--- config.mk ---
export PLATFORM = sky130hd
export DESIGN_NAME = hbp_back
export DESIGN_NICKNAME = d
export VERILOG_FILES = /design/src/design/hbp_pkg.sv /design/src/design/hbp_back.sv
export SDC_FILE = /design/constraint.sdc
export NUM_CORES = 1
export LEC_CHECK = 0
export ABC_AREA = 1
export BUFFER_PORTS_ARGS = -buffer_cell sky130_fd_sc_hd__clkbuf_2
export CORE_MARGIN = 5
export CORE_UTILIZATION = 44
export CTS_CLUSTER_DIAMETER = 30
export DETAILED_ROUTE_END_ITERATION = 7
export GPL_TIMING_DRIVEN = 0
export PLACE_DENSITY_LB_ADDON = 0.15
export SLEW_MARGIN = 30
export SYNTH_ARGS = -nofsm -noshare
export SYNTH_HDL_FRONTEND = slang
export SYNTH_SLANG_ARGS = --single-unit
--- constraint.sdc ---
create_clock -name i_clk -period 10.55 [get_ports i_clk]
set_input_delay 2.11 -clock i_clk [delete_from_list [all_inputs] [get_ports i_clk]]
set_output_delay 2.11 -clock i_clk [all_outputs]
set_load 0.02 [all_outputs]
--- src/design/hbp_pkg.sv ---
// Shared types and constants for the Huffman bit packer.
package hbp_pkg;

    localparam int SYM_W       = 8;
    localparam int CODE_W      = 32;
    localparam int LEN_W       = 6;
    localparam int BYTE_W      = 8;
    localparam int TABLE_DEPTH = 256;
    localparam int QUEUE_DEPTH = 4;
    localparam int QPTR_W      = 2;

    // Command codes
    localparam logic [1:0] CMD_LOAD   = 2'd0;
    localparam logic [1:0] CMD_ENCODE = 2'd1;
    localparam logic [1:0] CMD_FLUSH  = 2'd2;

    // One queued operation for the packing back end
    typedef struct packed {
        logic              flush;
        logic [LEN_W-1:0]  len;
        logic [CODE_W-1:0] val;
    } t_op;

endpackage

--- src/design/hbp_back.sv ---
// Back end: packs codes into an MSB-aligned bit word, one byte per cycle unless stalled.
module hbp_back #(
    parameter int MAX_CODE_LEN = 32
) (
    input  logic                       i_clk,
    input  logic                       i_rst_n,
    input  logic                       i_empty,
    input  hbp_pkg::t_op               i_op,
    output logic                       o_pop,
    output logic                       o_valid,
    input  logic                       i_ready,
    output logic [hbp_pkg::BYTE_W-1:0] o_out_byte,
    output logic                       o_last
);

    localparam int W  = MAX_CODE_LEN + hbp_pkg::BYTE_W;
    localparam int TW = $clog2(W);
    localparam int CW = $clog2(W + 1);

    // Pending bits sit at the top of r_word, bits below r_total are zero
    logic [W-1:0]  r_word;
    logic [TW-1:0] r_total;
    logic          r_out_vld;
    logic [hbp_pkg::BYTE_W-1:0] r_out_byte;
    logic          r_out_last;

    logic                       emit_en;
    logic [hbp_pkg::LEN_W-1:0]  eff_len;
    logic [W+hbp_pkg::CODE_W-1:0] val_wide;
    logic [W-1:0]               val_m;
    logic [CW-1:0]              sh;
    logic [W-1:0]               ins;

    assign emit_en = (r_total >= TW'(hbp_pkg::BYTE_W)) && (!r_out_vld || i_ready);
    assign o_pop   = !i_empty && (r_total < TW'(hbp_pkg::BYTE_W));

    // Clamp length, mask value, align below pending bits
    always_comb begin
        eff_len  = (i_op.len > hbp_pkg::LEN_W'(MAX_CODE_LEN))
                 ? hbp_pkg::LEN_W'(MAX_CODE_LEN) : i_op.len;
        val_wide = {{W{1'b0}}, i_op.val};
        val_m    = val_wide[W-1:0] & ~({W{1'b1}} << eff_len);
        sh       = CW'(W) - CW'(r_total) - CW'(eff_len);
        ins      = val_m << sh;
    end

    // Bit word and output valid
    always_ff @(posedge i_clk) begin
        if (!i_rst_n) begin
            r_word    <= '0;
            r_total   <= '0;
            r_out_vld <= 1'b0;
        end else begin
            if (o_pop) begin
                if (i_op.flush) begin
                    // Partial byte goes out through the normal byte path
                    r_total <= (r_total != '0) ? TW'(hbp_pkg::BYTE_W) : '0;
                end else begin
                    r_word  <= r_word | ins;
                    r_total <= r_total + TW'(eff_len);
                end
            end else if (emit_en) begin
                r_word  <= r_word << hbp_pkg::BYTE_W;
                r_total <= r_total - TW'(hbp_pkg::BYTE_W);
            end
            if (emit_en) begin
                r_out_vld <= 1'b1;
            end else if (i_ready) begin
                r_out_vld <= 1'b0;
            end
        end
    end

    // Output payload
    always_ff @(posedge i_clk) begin
        if (emit_en) begin
            r_out_byte <= r_word[W-1 -: hbp_pkg::BYTE_W];
            r_out_last <= ((r_total >> 3) == TW'(1));
        end
    end

    assign o_valid    = r_out_vld;
    assign o_out_byte = r_out_byte;
    assign o_last     = r_out_last;

endmodule

[Yosys cells after proc, flatten, opt, wreduce, memory -nomap -nowiden]
Cells that the tools add are included.
Word-level totals
  memories: 0
  bits in latches: 0
  input bits: 43
  ROM bits: 0
  register bits after elaboration: 56
  output and inout port bits: 11
  bits in writable memories: 0
  word-level logic and storage cells: 38
Operators by class
  div/mod/pow operators: 0
  $lt $le $gt $ge: 3
  bitwise gates (word level): 3
  multiply operators: 0
  reductions and logical operators: 9
  mux-type cells: 10
  shift-type cells: 2
  $add $sub $neg: 4
  eq/ne operators: 2
Operators with widths (count)
  $mux W40: 3
  $and A32 B40 Y40: 1
  $not A40 Y40: 1
  $or A40 B40 Y40: 1
  $shl A40 B6 Y40: 1
  $shl A40 B6 Y40 const A: 1
  $mux W6: 4
  $add A6 B6 Y6: 1
  $ge A6 B4 Y1 const B: 1
  $gt A6 B6 Y1 const B: 1
  $lt A6 B4 Y1 const B: 1
  $reduce_bool A6 Y1: 1
  $sub A6 B4 Y6 const B: 1
  $sub A6 B6 Y6: 1
  $sub A6 B6 Y6 const A: 1
  $mux W4: 1
  $reduce_bool A2 Y1: 2
  $eq A3 B1 Y1 const B: 1
  $logic_and A1 B1 Y1: 2
  $logic_not A1 Y1: 2
  $mux W1: 2
  $ne A2 B2 Y1 const B: 1
  $reduce_and A2 Y1: 1
  $logic_or A1 B1 Y1: 1

[Depth between registers and ports, before layout]
  depth after elaboration: 9
  gate-level depth with buffers: 25
  mapped depth without buffers: 23

[Worst setup path after synthesis]
OpenSTA, ideal clock, no wires.
  path type: input port to flip-flop
  from: input i_op[33] (netlist bit)
  to: register r_word[21]
  data required time: 10.418 ns
  path buffers: 3
  library setup time: 0.132 ns
  stages on the path: 20
  arrival time: 4.836 ns
  path slack: 5.582 ns
  path through: buf_2 -> nor2_1 -> nand3_1 -> nand2_1 -> nand2_1 -> inv_1 -> ha_1 -> inv_1 -> ha_1 -> inv_2 -> fa_1 -> xnor2_1 -> inv_1 -> clkbuf_1 -> clkbuf_1 -> nand3_1 -> nand2_1 -> nor2_1 -> o21bai_1 -> a21oi_1
Between the ends
  cells in the longest elaborated chain, start to end: 9
  elaborated cells on any way between the ends: 10
  those cells by class: add/sub: 1; order compare: 1; shift: 2; mux: 3; bitwise: 3
RTL lines
  start: declaration: line hbp_back.sv:8  | input hbp_pkg::t_op i_op,
  $gt A6 B6 Y1: line hbp_back.sv:39  | eff_len = (i_op.len > hbp_pkg::LEN_W'(MAX_CODE_LEN))
  $mux W6 (*): line hbp_back.sv:40  | ? hbp_pkg::LEN_W'(MAX_CODE_LEN) : i_op.len;
  $shl A40 B6 Y40: line hbp_back.sv:42  | val_m = val_wide[W-1:0] & ~({W{1'b1}} << eff_len);
  $not A40 Y40: line hbp_back.sv:42
  $and A32 B40 Y40: line hbp_back.sv:42
  $shl A40 B6 Y40 (*): line hbp_back.sv:44  | ins = val_m << sh;
  $or A40 B40 Y40 (*): line hbp_back.sv:59  | r_word <= r_word | ins;
  $mux W40 (*): line hbp_back.sv:55  | if (i_op.flush) begin
  $mux W40 (*): line hbp_back.sv:54  | if (o_pop) begin
  end signal: assignment: line hbp_back.sv:59
  end signal: assignment: line hbp_back.sv:63  | r_word <= r_word << hbp_pkg::BYTE_W;
  end: declaration: line hbp_back.sv:21  | logic [W-1:0] r_word;
Mark *: on every way between the ends. The rest lies on a longest branch, timed or not. The select of a mux whose other input is x is not followed.
A chain may end at the register's enable or synchronous reset.

[Worst setup path after layout]
  from: input i_op[36] (netlist bit)
  to: register r_word[25]
Same word-level chain as after synthesis.

==> summary.txt <==
most common cell after layout, fill and taps aside -> nand3_1
FF+latch count, synth -> 56
Req. time, crit path -> 10780 ps
mapped cell area -> 0.00523 sq mm
unrepaired setup endpoints after global routing -> false
worst hold path type -> flop to flop
Final Hold Fails -> 0
largest cells by area after synthesis -> nand3_1 25%, dfxtp_1 18%, nand2_1 12%
Via Count -> 6372
total CTS buffers -> 5
largest net degree at the start of global routing -> 19
final setup fails -> 0
Worst VDD drop -> 171 uV
clk root buf -> clkbuf_16
I/O pin count -> 54
Reg2Reg Setup Slack -> 7110 ps
Worst Tran Pin Value -> 608 ps
n_diodes -> 0
Worst Path Arrival -> 5800 ps
maxcap violations -> 0
Mapped Cells -> 867
Synth cell types -> 43
GR Overflow Total -> 0
deepest clock path buffer count -> 2
Die Wd -> 119 um
critical path type -> input port to flop
nets -> 985
drt first pass iters -> 6
HPWL after DPL -> 15400 um
Site Rows -> 39
Design Area, Final -> 0.00584 sq mm
leakage -> 2.59 nW
Routed WL -> 19200 um
post-route ant nets -> 0
core area -> 0.0115 sq mm
DR iter-0 viols -> 671
most area-hungry cell type in the Yosys netlist -> nand3_1
fmax -> 0.180 GHz
CP endpoint kind -> flop
layout cells sized above 1 -> 11.4%
area occupied by multi-input gates -> 0.00350 sq mm
status -> completed
Total GRT Usage -> 26.5%
syn_area_per_cell -> 6.04 sq um
Initial Util -> 45.4%
Register Area -> 0.00121 sq mm
Ys Warns -> 0
Hold-fix buffers, CTS -> 0
Buffers on Ports -> 51
slew margin rel. -> 59.5%
routed vias/inst -> 5.96
placed inst area -> 0.00567 sq mm
worst skew pair latency -> 300 ps
Area Growth Syn to Fin -> 11.6%
average routed wire per standard cell -> 18.0 um
Power Dens Cells -> 313 mW/mm^2
Die H -> 119 um
post-CTS setup buffers -> 0
sequential share of the synthesized area -> 23.1%
Min Clock Period, post-route -> 5570 ps
initial antenna violation count -> 0
Sum Neg Setup Slack -> 0 ps
fill cell count -> 1271
most frequent cells in the layout -> 259 x nand3_1, 161 x nand2_1, 68 x inv_1, 63 x a21oi_1, 55 x nor2_1
final period utilization -> 52.8%
startpoint class of the critical path -> input port
Final GP Congestion -> 0.969
vias in the first global route -> 5901
syn nets -> 927
Clk pin slew, worst setup/hold paths -> 70 ps
Slew Limit Fails -> 0
Die Area -> 0.0142 sq mm
TritonCTS clock tree -> built
DRC viols -> 0
CTS resizes -> 0
clk_skew -> 8.18 ps
clock sinks -> 56
worst-path fanout max -> 10
# H-tree levels -> 2
global-route wire length before repair -> 30100 um
Yosys top cell area share -> 24.8%
[cells in the mapped netlist]
| master | count |
|---|---|
| a211oi_1 | 1 |
| a21boi_0 | 2 |
| a21boi_1 | 1 |
| a21oi_1 | 63 |
| a22oi_1 | 1 |
| a31oi_1 | 4 |
| and2_1 | 1 |
| buf_1 | 10 |
| buf_2 | 12 |
| buf_6 | 3 |
| clkbuf_1 | 25 |
| clkinv_1 | 1 |
| dfxtp_1 | 47 |
| edfxtp_1 | 9 |
| fa_1 | 4 |
| ha_1 | 13 |
| inv_1 | 68 |
| inv_2 | 8 |
| inv_4 | 1 |
| nand2_1 | 161 |
| nand2_4 | 1 |
| nand3_1 | 259 |
| nand3b_1 | 1 |
| nand4_1 | 21 |
| nor2_1 | 56 |
| nor2_2 | 4 |
| nor2_4 | 2 |
| nor3_1 | 2 |
| nor3_2 | 1 |
| nor3b_1 | 1 |
| nor4_1 | 1 |
| o211ai_1 | 13 |
| o21a_1 | 1 |
| o21ai_0 | 35 |
| o21ai_1 | 15 |
| o21bai_1 | 1 |
| o22ai_1 | 2 |
| or2_2 | 10 |
| xnor2_1 | 1 |
| xnor2_2 | 2 |
| xnor2_4 | 1 |
| xor2_1 | 1 |
| xor2_2 | 1 |
[worst max-delay path, stage by stage]
cell and delay [ps]:
clkbuf_2 120, inv_1 210, nand3_1 110, nand2_1 170, nand2_1 100, inv_1 100, ha_1 240, inv_1 60
ha_1 150, inv_2 50, fa_1 520, clkbuf_1 290, inv_1 150, clkbuf_1 250, nor2_1 500, nand2_1 140
nand3_1 140, nand3_1 140, nand2_1 90, nand2_1 50, a21oi_1 110
[kinds of logic after synthesis]
kind of cell    after synthesis  synth area share [%]
xor+xnor                      6                  1.79
flops                        56                  23.1
compound gates              139                  14.4
buf+inv                     128                  9.95
simple gates                521                  46.1
fa+ha+maj                    17                  4.64
[per-layer routing]
layer / GRT usage, % / vias to the layer above / part of all wire (%)
li1: - / 3101 / -
met1: 37.8 / 2927 / 46
met2: 40.6 / 304 / 43
met3: 4.45 / 40 / 8.3
met4: 8.69 / 0 / 2.9
met5: 0 / - / 0
[state kept, by name, indices dropped and copies added (netlist names)]
signal and flops:
r_word 40, o_out_byte 8, r_total 6, o_last 1, o_valid 1
[path summary, 6_finish.rpt]
| check | startpoint | end | cells after the start |
|---|---|---|---|
| setup / recovery | i_op[36] | r_word[25] | 21 |
| hold / removal | r_word[7] | r_word[7] | 2 |
| setup reg to reg | r_total[1] | r_word[25] | 15 |
| hold reg to reg | r_word[7] | r_word[7] | 2 |
[area by class of cell]
type	count	area share [%]
clock buffers	5	2.14
multi-input cells	683	60.0
inverters	78	5.05
plain buffers	50	3.86
repair buffers	51	4.37
well taps	143	3.06
clock inverters	3	0.814
flip-flops and latches	56	20.7
[per-stage QoR]
| stage | power, mW | util [%] | std cells | setup slack [ps] | hold WS (ps) |
|---|---|---|---|---|---|
| finish | 1.83 | 50.7 | 1069 | 4980 | 451 |
| detailed placement | 1.60 | 49.2 | 1061 | 4770 | 441 |
| floorplan | 1.24 | - | 867 | 5580 | 423 |
| CTS | 1.79 | 50.7 | 1069 | 5070 | 452 |
| global placement | 1.60 | 49.2 | 1061 | 4720 | 440 |
| global route | 1.96 | 50.7 | 1069 | 4690 | 469 |
[report_power, final]
group	switching (mW)	internal, mW	leakage [nW]
clock	0.0811	0.113	0.0840
combinational	0.892	0.390	2.03
sequential	0.0469	0.305	0.477
Power figures use the tool's default switching activity.
