==> config.mk <==
export PLATFORM = sky130hd
export DESIGN_NAME = hbp_fifo
export DESIGN_NICKNAME = d
export VERILOG_FILES = /design/src/design/hbp_pkg.sv /design/src/design/hbp_fifo.sv
export SDC_FILE = /design/constraint.sdc
export NUM_CORES = 1
export LEC_CHECK = 0
export BUFFER_PORTS_ARGS = -buffer_cell sky130_fd_sc_hd__clkbuf_2
export CAP_MARGIN = 10
export CORE_ASPECT_RATIO = 1.2
export CORE_MARGIN = 1.5
export CORE_UTILIZATION = 50
export CTS_BUF_LIST = sky130_fd_sc_hd__clkbuf_4
export DETAILED_ROUTE_END_ITERATION = 8
export GPL_ROUTABILITY_DRIVEN = 0
export PLACE_DENSITY = 0.71
export SLEW_MARGIN = 10
export SYNTH_ARGS = -nofsm -noshare
export SYNTH_HDL_FRONTEND = slang
export SYNTH_SLANG_ARGS = --single-unit
==> constraint.sdc <==
create_clock -name i_clk -period 3.4 [get_ports i_clk]
set_clock_uncertainty 0.2 [all_clocks]
set_input_delay 1.02 -clock i_clk [delete_from_list [all_inputs] [get_ports i_clk]]
set_output_delay 1.02 -clock i_clk [all_outputs]
set_load 0.1 [all_outputs]
==> src/design/hbp_pkg.sv <==
// Shared types and constants for the Huffman bit packer.
package hbp_pkg;

    localparam int SYM_W       = 8;
    localparam int CODE_W      = 32;
    localparam int LEN_W       = 6;
    localparam int BYTE_W      = 8;
    localparam int TABLE_DEPTH = 256;
    localparam int QUEUE_DEPTH = 4;
    localparam int QPTR_W      = 2;

    // Command codes
    localparam logic [1:0] CMD_LOAD   = 2'd0;
    localparam logic [1:0] CMD_ENCODE = 2'd1;
    localparam logic [1:0] CMD_FLUSH  = 2'd2;

    // One queued operation for the packing back end
    typedef struct packed {
        logic              flush;
        logic [LEN_W-1:0]  len;
        logic [CODE_W-1:0] val;
    } t_op;

endpackage

==> src/design/hbp_fifo.sv <==
// Short operation queue between the front end and the packer.
module hbp_fifo (
    input  logic         i_clk,
    input  logic         i_rst_n,
    input  logic         i_push,
    input  hbp_pkg::t_op i_op,
    output logic         o_full,
    input  logic         i_pop,
    output logic         o_empty,
    output hbp_pkg::t_op o_op
);

    localparam int CNT_W = hbp_pkg::QPTR_W + 1;

    hbp_pkg::t_op                r_buf [hbp_pkg::QUEUE_DEPTH];
    logic [hbp_pkg::QPTR_W-1:0] r_wptr;
    logic [hbp_pkg::QPTR_W-1:0] r_rptr;
    logic [CNT_W-1:0]           r_cnt;

    logic do_push;
    logic do_pop;

    assign o_full  = (r_cnt == CNT_W'(hbp_pkg::QUEUE_DEPTH));
    assign o_empty = (r_cnt == '0);
    assign do_push = i_push && !o_full;
    assign do_pop  = i_pop && !o_empty;
    assign o_op    = r_buf[r_rptr];

    // Storage
    always_ff @(posedge i_clk) begin
        if (do_push) begin
            r_buf[r_wptr] <= i_op;
        end
    end

    // Pointers and fill count
    always_ff @(posedge i_clk) begin
        if (!i_rst_n) begin
            r_wptr <= '0;
            r_rptr <= '0;
            r_cnt  <= '0;
        end else begin
            if (do_push) begin
                r_wptr <= r_wptr + 1'b1;
            end
            if (do_pop) begin
                r_rptr <= r_rptr + 1'b1;
            end
            if (do_push && !do_pop) begin
                r_cnt <= r_cnt + 1'b1;
            end else if (do_pop && !do_push) begin
                r_cnt <= r_cnt - 1'b1;
            end
        end
    end

endmodule

---- Word-level counts from Yosys, hierarchy flattened ----
Memories as Yosys holds them, arrays and structs flattened. A register that Yosys moved wholly into a read port is not among the register bits.
Index checks and enable logic that the tools add are counted.
word-level totals
  memories ................................ 1
  register bits ........................... 7
  output and inout port bits .............. 41
  word-level logic and storage cells ...... 25
  memory bits (writable) .................. 156
  input port bits ......................... 43
operators by class
  add/subtract/negate cells ............... 4
  reduce and logical (&&, ||, !) cells .... 10
  multiplexer cells ....................... 6
  equality and inequality tests ........... 1
memories
  name   words  bits a word  rd ports  clocked after Yosys merged registers in  wr ports  line            source
  r_buf  4      39           1         1                                        1         hbp_fifo.sv:15  hbp_pkg::t_op r_buf [hbp_pkg::QUEUE_DEPTH];
operators by type and width
  kind                                               count
  2-to-1 mux 3 bit                                   2
  adder 2 x 1 -> 2 bit (second input constant)       2
  logical AND 1 bit                                  4
  zero test 1 bit                                    4
  2-to-1 mux 2 bit                                   2
  adder 3 x 1 -> 3 bit (second input constant)       1
  == test 3 bit (second input constant)              1
  zero test 3 bit                                    1
  subtractor 3 x 1 -> 3 bit (second input constant)  1
  2-to-1 mux 1 bit                                   2
  nonzero test 2 bit                                 1

---- Logic depth before layout (Yosys ltp) ----
Gate-level depths: netlist of run 1.
  depth in word-level cells ............... 7
  gate-level depth with buffers ........... 9
  gate-level depth less buffers ........... 8

---- Worst setup path after synthesis of run 1 ----
No wires, ideal clock.
  path type ............................... reg-to-output
  from .................................... register r_cnt[0]
  to ...................................... output o_empty
  path slack .............................. -0.289 ns
  cell stages (with the launch flop) ...... 2
  data arrival time ....................... 2.469 ns
  required time ........................... 2.180 ns
  path buffers ............................ 0
  cells stage by stage .................... dfxtp_1 -> nor3_1
on the way
  cells in the longest elaborated chain, start to end .. 1
ends and longest elaborated chain
  item                    line            source
  start, declared         hbp_fifo.sv:18  logic [CNT_W-1:0] r_cnt;
  start signal, assigned  hbp_fifo.sv:50  r_cnt <= r_cnt + 1'b1;
  start signal, assigned  hbp_fifo.sv:52  r_cnt <= r_cnt - 1'b1;
  zero test 3 bit         hbp_fifo.sv:24  assign o_empty = (r_cnt == '0);
  end, declared           hbp_fifo.sv:9   output logic o_empty,
Every way passes these cells.

==> results.sh, run 1 <==
export IMPL_antenna_found_initial=0
export IMPL_synth_top_flop_cell="edfxtp_1"
export IMPL_synth_top_area_share_pct=76.8
export IMPL_worst_pin_slew_ns=0.573
export IMPL_vias=2764
export IMPL_synth_seq_cells=165
export IMPL_r2r_start="r_cnt[0]"
export IMPL_viasPerCell=5.22
export IMPL_grt_pass1_vias=2794
export IMPL_layout_common_cells="156 x edfxtp_1, 77 x clkbuf_2, 39 x mux4_2"
export IMPL_synth_cell_types=23
export IMPL_synthesis_nets=300
export IMPL_cp_max_fo=23
export IMPL_clkTransAtPathRegs_ns=0.13
export IMPL_drt_iter0_markers=141
export IMPL_grt_setup_unrepaired="no"
export IMPL_grtUsageTotal_pct=16.0
export IMPL_design_die_area_mm2=0.0129
export IMPL_synth_simple_area_share_pct=1.66
export IMPL_ys_seq_area_share_pct=79.7
export IMPL_crit_reg2reg_capture="r_cnt[2]"
export IMPL_rr_worst_depth=8
export IMPL_clockBufferDepth=2
export IMPL_path_cells="buf_12 -> mux4_2 -> clkbuf_2"
export IMPL_die_x_um=104
export IMPL_insertion_delay_ns=0.51
export IMPL_worstSetupPathType="flop to output port"
export IMPL_grt_overflow=0
export IMPL_min_path_cells=2
export IMPL_final_hold_viol_count=0
export IMPL_grt_max_degree=37
export IMPL_holdWs_ns=0.306
export IMPL_ff2ff_setup_slack_ns=1.09
export IMPL_area_delta_synth_final_pct=16.8
export IMPL_synthAdderAreaFrac_pct=1.35
export IMPL_cts_root_buffer="clkbuf_4"
export IMPL_endpoint_kind="output port"
export IMPL_rows=44
export IMPL_syn_inst=251
export IMPL_synth_top_family_by_area="multiplexers"
export IMPL_yosys_warnings=0
export IMPL_final_common_cell="edfxtp_1"
export IMPL_drive_above_1_share_pct=47.0
export IMPL_maxCapViolations=0
export IMPL_outcome="completed"
export IMPL_hp_class="flop to flop"
export IMPL_wirelength_um=9810
export IMPL_grt_pass1_wl_um=15000
export IMPL_setup_worst_path_start_class="flop"
export IMPL_synth_xor_area_share_pct=0.574
export IMPL_cts_setup_buffers=0
export IMPL_muxShareOfSynthArea_pct=14.9
export IMPL_cts_max_level=4
export IMPL_die_h_um=124
export IMPL_hp_start="r_wptr[1]"
export IMPL_hold_end="r_wptr[1]"
export IMPL_yosys_top_cells_area="edfxtp_1 77%, mux4_2 14%, dfxtp_1 3.0%, ha_1 1.0%, and2_1 0.82%"
export IMPL_max_freq_mhz=305
export IMPL_cpMaxStageDelayCell="mux4_2"
export IMPL_syn_area_per_cell_um2=24.3
export IMPL_setup_violations=0
export IMPL_critical_path_required_ns=2.18
export IMPL_ios=84
export IMPL_tns_ns=0
export IMPL_synth_compound_area_share_pct=0.554
export IMPL_avgRoutedWirePerCell_um=18.5
export IMPL_hpwl_um=6060
export IMPL_start_util_pct=50.8
export IMPL_numPortBuffers=83
export IMPL_synthArstFlopShare_pct=0
export IMPL_cpPeakStageDelay_ns=0.53
export IMPL_netlist_area_mm2=0.00610
export IMPL_yosysTopAreaCell="edfxtp_1"
export IMPL_ant_nets=0
export IMPL_cts_sinks=165
export IMPL_cts_tree="yes"
export IMPL_core_area_mm2=0.0120
export IMPL_max_slew_margin_pct=61.9
export IMPL_synth_edf_count=156
export IMPL_cp_arrival_ns=2.06
export IMPL_crit_buf_inv=2
export IMPL_holdBufCountCts=0
export IMPL_nFillCells=908
export IMPL_final_min_clock_period_ns=3.28
export IMPL_fin_crit_sh_pct=96.5
export IMPL_drt_drc_violations_left=0
export IMPL_cts_buffers_inserted=17
export IMPL_first_pass_iters=7
export IMPL_crit_family="buffers and inverters"
export IMPL_nNetsFinal=404
export IMPL_slew_violations=0
cell type report:
class	instances	area, um2	area share, %
sequential	165	4870	68.3
multi-input combinational	73	1170	16.4
timing repair buffer	95	543	7.62
clock inverter	15	201	2.83
tap	161	201	2.83
clock buffer	17	128	1.79
inverter	3	11.3	0.158
antenna	1	2.50	0.0351
timing repair:
item,in CTS,in global routing
resized for setup,0,6
setup endpoints to repair,0,6
endpoints found under the hold margin,0,0
synth_stat cells (2+ instances only):
library cell / number
buf_4: 2
ha_1: 5
inv_1: 3
buf_2: 3
nor2b_1: 2
xnor2_1: 3
edfxtp_1: 156
buf_6: 2
mux2i_1: 3
dfxtp_1: 9
and2_1: 8
clkbuf_1: 3
nand2_1: 4
mux4_2: 39
routing by layer:
metal  up-vias  GRT usage (%)  routed length (um)
li1       1267              -                   -
met2        70           26.5                5240
met4         0           7.73                 176
met3         9           4.34                 343
met5         -              0                   0
met1      1418           20.0                4050
logic make-up (layout without fill, tap and decap cells):
family,count (synthesis),count (layout)
flip-flops,165,165
multiplexers,42,42
AND/OR/NAND/NOR,17,17
buffers and inverters,13,130
adder cells (fa/ha/maj),6,6
AO/OA/AOI/OAI,4,4
XOR/XNOR,4,4
other,0,1
registers in the layout (all words and copies together), names as in the netlist, named ones only:
| name | count |
|---|---|
| r_buf | 156 |
| r_cnt | 3 |
| r_rptr | 2 |
| r_wptr | 2 |
how the worst max path moves through the flow:
| stage | start | to | cells past startpoint |
|---|---|---|---|
| floorplan | r_cnt[2] | r_cnt[2] | 9 |
| global placement | flop | o_op[23] | 3 |
| detailed placement | i_push | r_cnt[2] | 8 |
| CTS | flop | o_op[23] | 3 |
| global route | flop | o_op[25] | 3 |
| finish | flop | o_op[1] | 3 |
worst reg2reg max path: cells and delay by family, from the launching register on:
| family | cells | cell delay, ns |
|---|---|---|
| AOI/OAI and AO/OA | 1 | 0.17 |
| xor gates and xnor gates | 1 | 0.15 |
| adders and majority gates | 2 | 0.57 |
| buffers and inverters | 1 | 0.06 |
| DFF | 1 | 0.54 |
| and+or+nand+nor | 3 | 0.56 |
per-stage QoR:
stage	area [um2]	cells	util, %	setup slack [ns]
after floorplan	6110	251	-	0.247
final	7130	530	59.4	0.118
after global placement	6800	497	56.6	0.649
after detailed placement	6800	497	56.6	0.581
after global routing	7130	529	59.4	0.000947
after CTS	7130	529	59.4	0.0232
Power of run 1 is not shown: default switching activity piles up to over one toggle a cycle in this logic, so the estimate is an artifact.
==> run 2: changes to the inputs <==
--- a/config.mk
+++ b/config.mk
@@ -5,15 +5,14 @@
 export SDC_FILE = /design/constraint.sdc
 export NUM_CORES = 1
 export LEC_CHECK = 0
-export BUFFER_PORTS_ARGS = -buffer_cell sky130_fd_sc_hd__clkbuf_2
 export CAP_MARGIN = 10
 export CORE_ASPECT_RATIO = 1.2
 export CORE_MARGIN = 1.5
 export CORE_UTILIZATION = 50
 export CTS_BUF_LIST = sky130_fd_sc_hd__clkbuf_4
 export DETAILED_ROUTE_END_ITERATION = 8
+export DONT_BUFFER_PORTS = 1
 export GPL_ROUTABILITY_DRIVEN = 0
-export PLACE_DENSITY = 0.71
 export SLEW_MARGIN = 10
 export SYNTH_ARGS = -nofsm -noshare
 export SYNTH_HDL_FRONTEND = slang
==> run 2 against run 1 <==
  * Worst setup slack improved by 0.062 ns
  * Core utilization down 3.1 points
  * Clock-buffer cell count is 1 higher
  * Critical endpoint is now o_op[15]
==> results.sh, run 2 (synthesis gave the netlist of run 1 again) <==
export IMPL_cp_arrival_ns=2.00
export IMPL_grt_pass1_vias=2649
export IMPL_ant_nets=0
export IMPL_die_x_um=104
export IMPL_worstSetupPathType="flop to output port"
export IMPL_setup_violations=0
export IMPL_grtUsageTotal_pct=16.1
export IMPL_area_delta_synth_final_pct=10.8
export IMPL_final_hold_viol_count=0
export IMPL_clockBufferDepth=2
export IMPL_cts_sinks=165
export IMPL_antenna_found_initial=0
export IMPL_critical_path_required_ns=2.18
export IMPL_largest_reg_flops=156
export IMPL_max_slew_margin_pct=64.3
export IMPL_r2r_start="r_cnt[0]"
export IMPL_cts_buffers_inserted=17
export IMPL_grt_max_degree=37
export IMPL_avgRoutedWirePerCell_um=21.6
export IMPL_grt_setup_unrepaired="no"
export IMPL_layout_common_cells="156 x edfxtp_1, 39 x mux4_2, 18 x clkbuf_4"
export IMPL_antenna_cells=0
export IMPL_viasPerCell=5.43
export IMPL_top_register="r_buf"
export IMPL_clkTransAtPathRegs_ns=0.12
export IMPL_drt_iter0_markers=92
export IMPL_max_freq_mhz=311
export IMPL_crit_family="multiplexers"
export IMPL_maxCapViolations=0
export IMPL_drive_above_1_share_pct=31.5
export IMPL_endpoint_kind="output port"
export IMPL_nFillCells=940
export IMPL_die_h_um=124
export IMPL_cts_resized=0
export IMPL_design_die_area_mm2=0.0129
export IMPL_numPortBuffers=0
export IMPL_core_area_mm2=0.0120
export IMPL_insertion_delay_ns=0.54
export IMPL_holdBufCountCts=0
export IMPL_path_cells="buf_12 -> mux4_2"
export IMPL_cp_max_fo=22
export IMPL_cts_root_buffer="clkbuf_4"
export IMPL_crit_buf_inv=1
export IMPL_cts_max_level=4
export IMPL_grt_overflow=0
export IMPL_cpPeakStageDelay_ns=0.81
export IMPL_final_min_clock_period_ns=3.22
export IMPL_hp_start="r_wptr[1]"
export IMPL_cpMaxStageDelayCell="mux4_2"
export IMPL_vias=2429
export IMPL_ios=84
export IMPL_hpwl_um=6000
export IMPL_cts_tree="yes"
export IMPL_worst_pin_slew_ns=0.537
export IMPL_wirelength_um=9640
export IMPL_final_common_cell="edfxtp_1"
export IMPL_drt_drc_violations_left=0
export IMPL_start_util_pct=50.8
export IMPL_fin_crit_sh_pct=94.7
export IMPL_rows=44
export IMPL_tns_ns=0
export IMPL_slew_violations=0
export IMPL_grt_pass1_wl_um=14600
export IMPL_hp_class="flop to flop"
export IMPL_setup_worst_path_start_class="flop"
export IMPL_nNetsFinal=322
export IMPL_first_pass_iters=4
export IMPL_largest_registers="r_buf x156, r_cnt x3"
export IMPL_outcome="completed"
==> run 2: cell types whose count changed in the layout (fill, tap and decap cells not counted), moves of 2 or more <==
cell / before / now
buf_4: 9 / 7
inv_6: 3 / 0
clkbuf_2: 77 / 0
buf_12: 3 / 6
buf_2: 6 / 0
clkinvlp_4: 0 / 3
==> run 2: worst register-to-register path, cell delays in order, from the launching register on <==
cell,delay [ns]
dfxtp_1,0.58
nor3b_4,0.08
nor2b_1,0.12
buf_4,0.16
ha_1,0.20
inv_1,0.07
fa_1,0.37
xor2_1,0.16
or3_1,0.30
a21boi_0,0.15
==> run 2: what timing repair did <==
item	CTS	global route
setup endpoints to repair	30	0
buffers inserted	2	0
hold endpoints to repair	0	0
==> run 2: path summary, 6_finish.rpt <==
check	cells after the start	end	slack, ns
max	2	o_op[15]	0.18
max reg2reg	9	r_cnt[2]	0.95
min reg2reg	2	r_wptr[1]	0.31
min	2	r_wptr[1]	0.31
==> run 2: routing by layer <==
layer | wire, um | track usage [%] | share of wire [%]
met1 | 3590 | 17.9 | 37
met2 | 5160 | 26.6 | 54
met3 | 676 | 7.38 | 7.0
met4 | 214 | 7.81 | 2.2
met5 | 0 | 0 | 0
==> run 2: final cells by class <==
cell class	count	area (um2)	area share, %
Sequential cell	165	4870	72.0
Multi-Input combinational cell	73	1180	17.5
Tap cell	161	201	2.98
Clock inverter	14	185	2.74
Timing Repair Buffer	13	173	2.55
Clock buffer	18	135	2.00
Inverter	3	11.3	0.167
==> run 2: through the flow <==
stage / hold WS (ns) / setup slack [ns] / std cells / cell area, um2 / utilization (%)
final: 0.310 / 0.180 / 447 / 6760 / 56.3
after CTS: 0.288 / 0.0925 / 447 / 6760 / 56.3
after detailed placement: 0.295 / 0.563 / 413 / 6420 / 53.5
after floorplan: 0.268 / 0.247 / 251 / 6110 / -
after global routing: 0.290 / 0.0729 / 447 / 6760 / 56.3
after global placement: 0.282 / 0.567 / 413 / 6420 / 53.5
Power of run 2 is left out for the same reason.
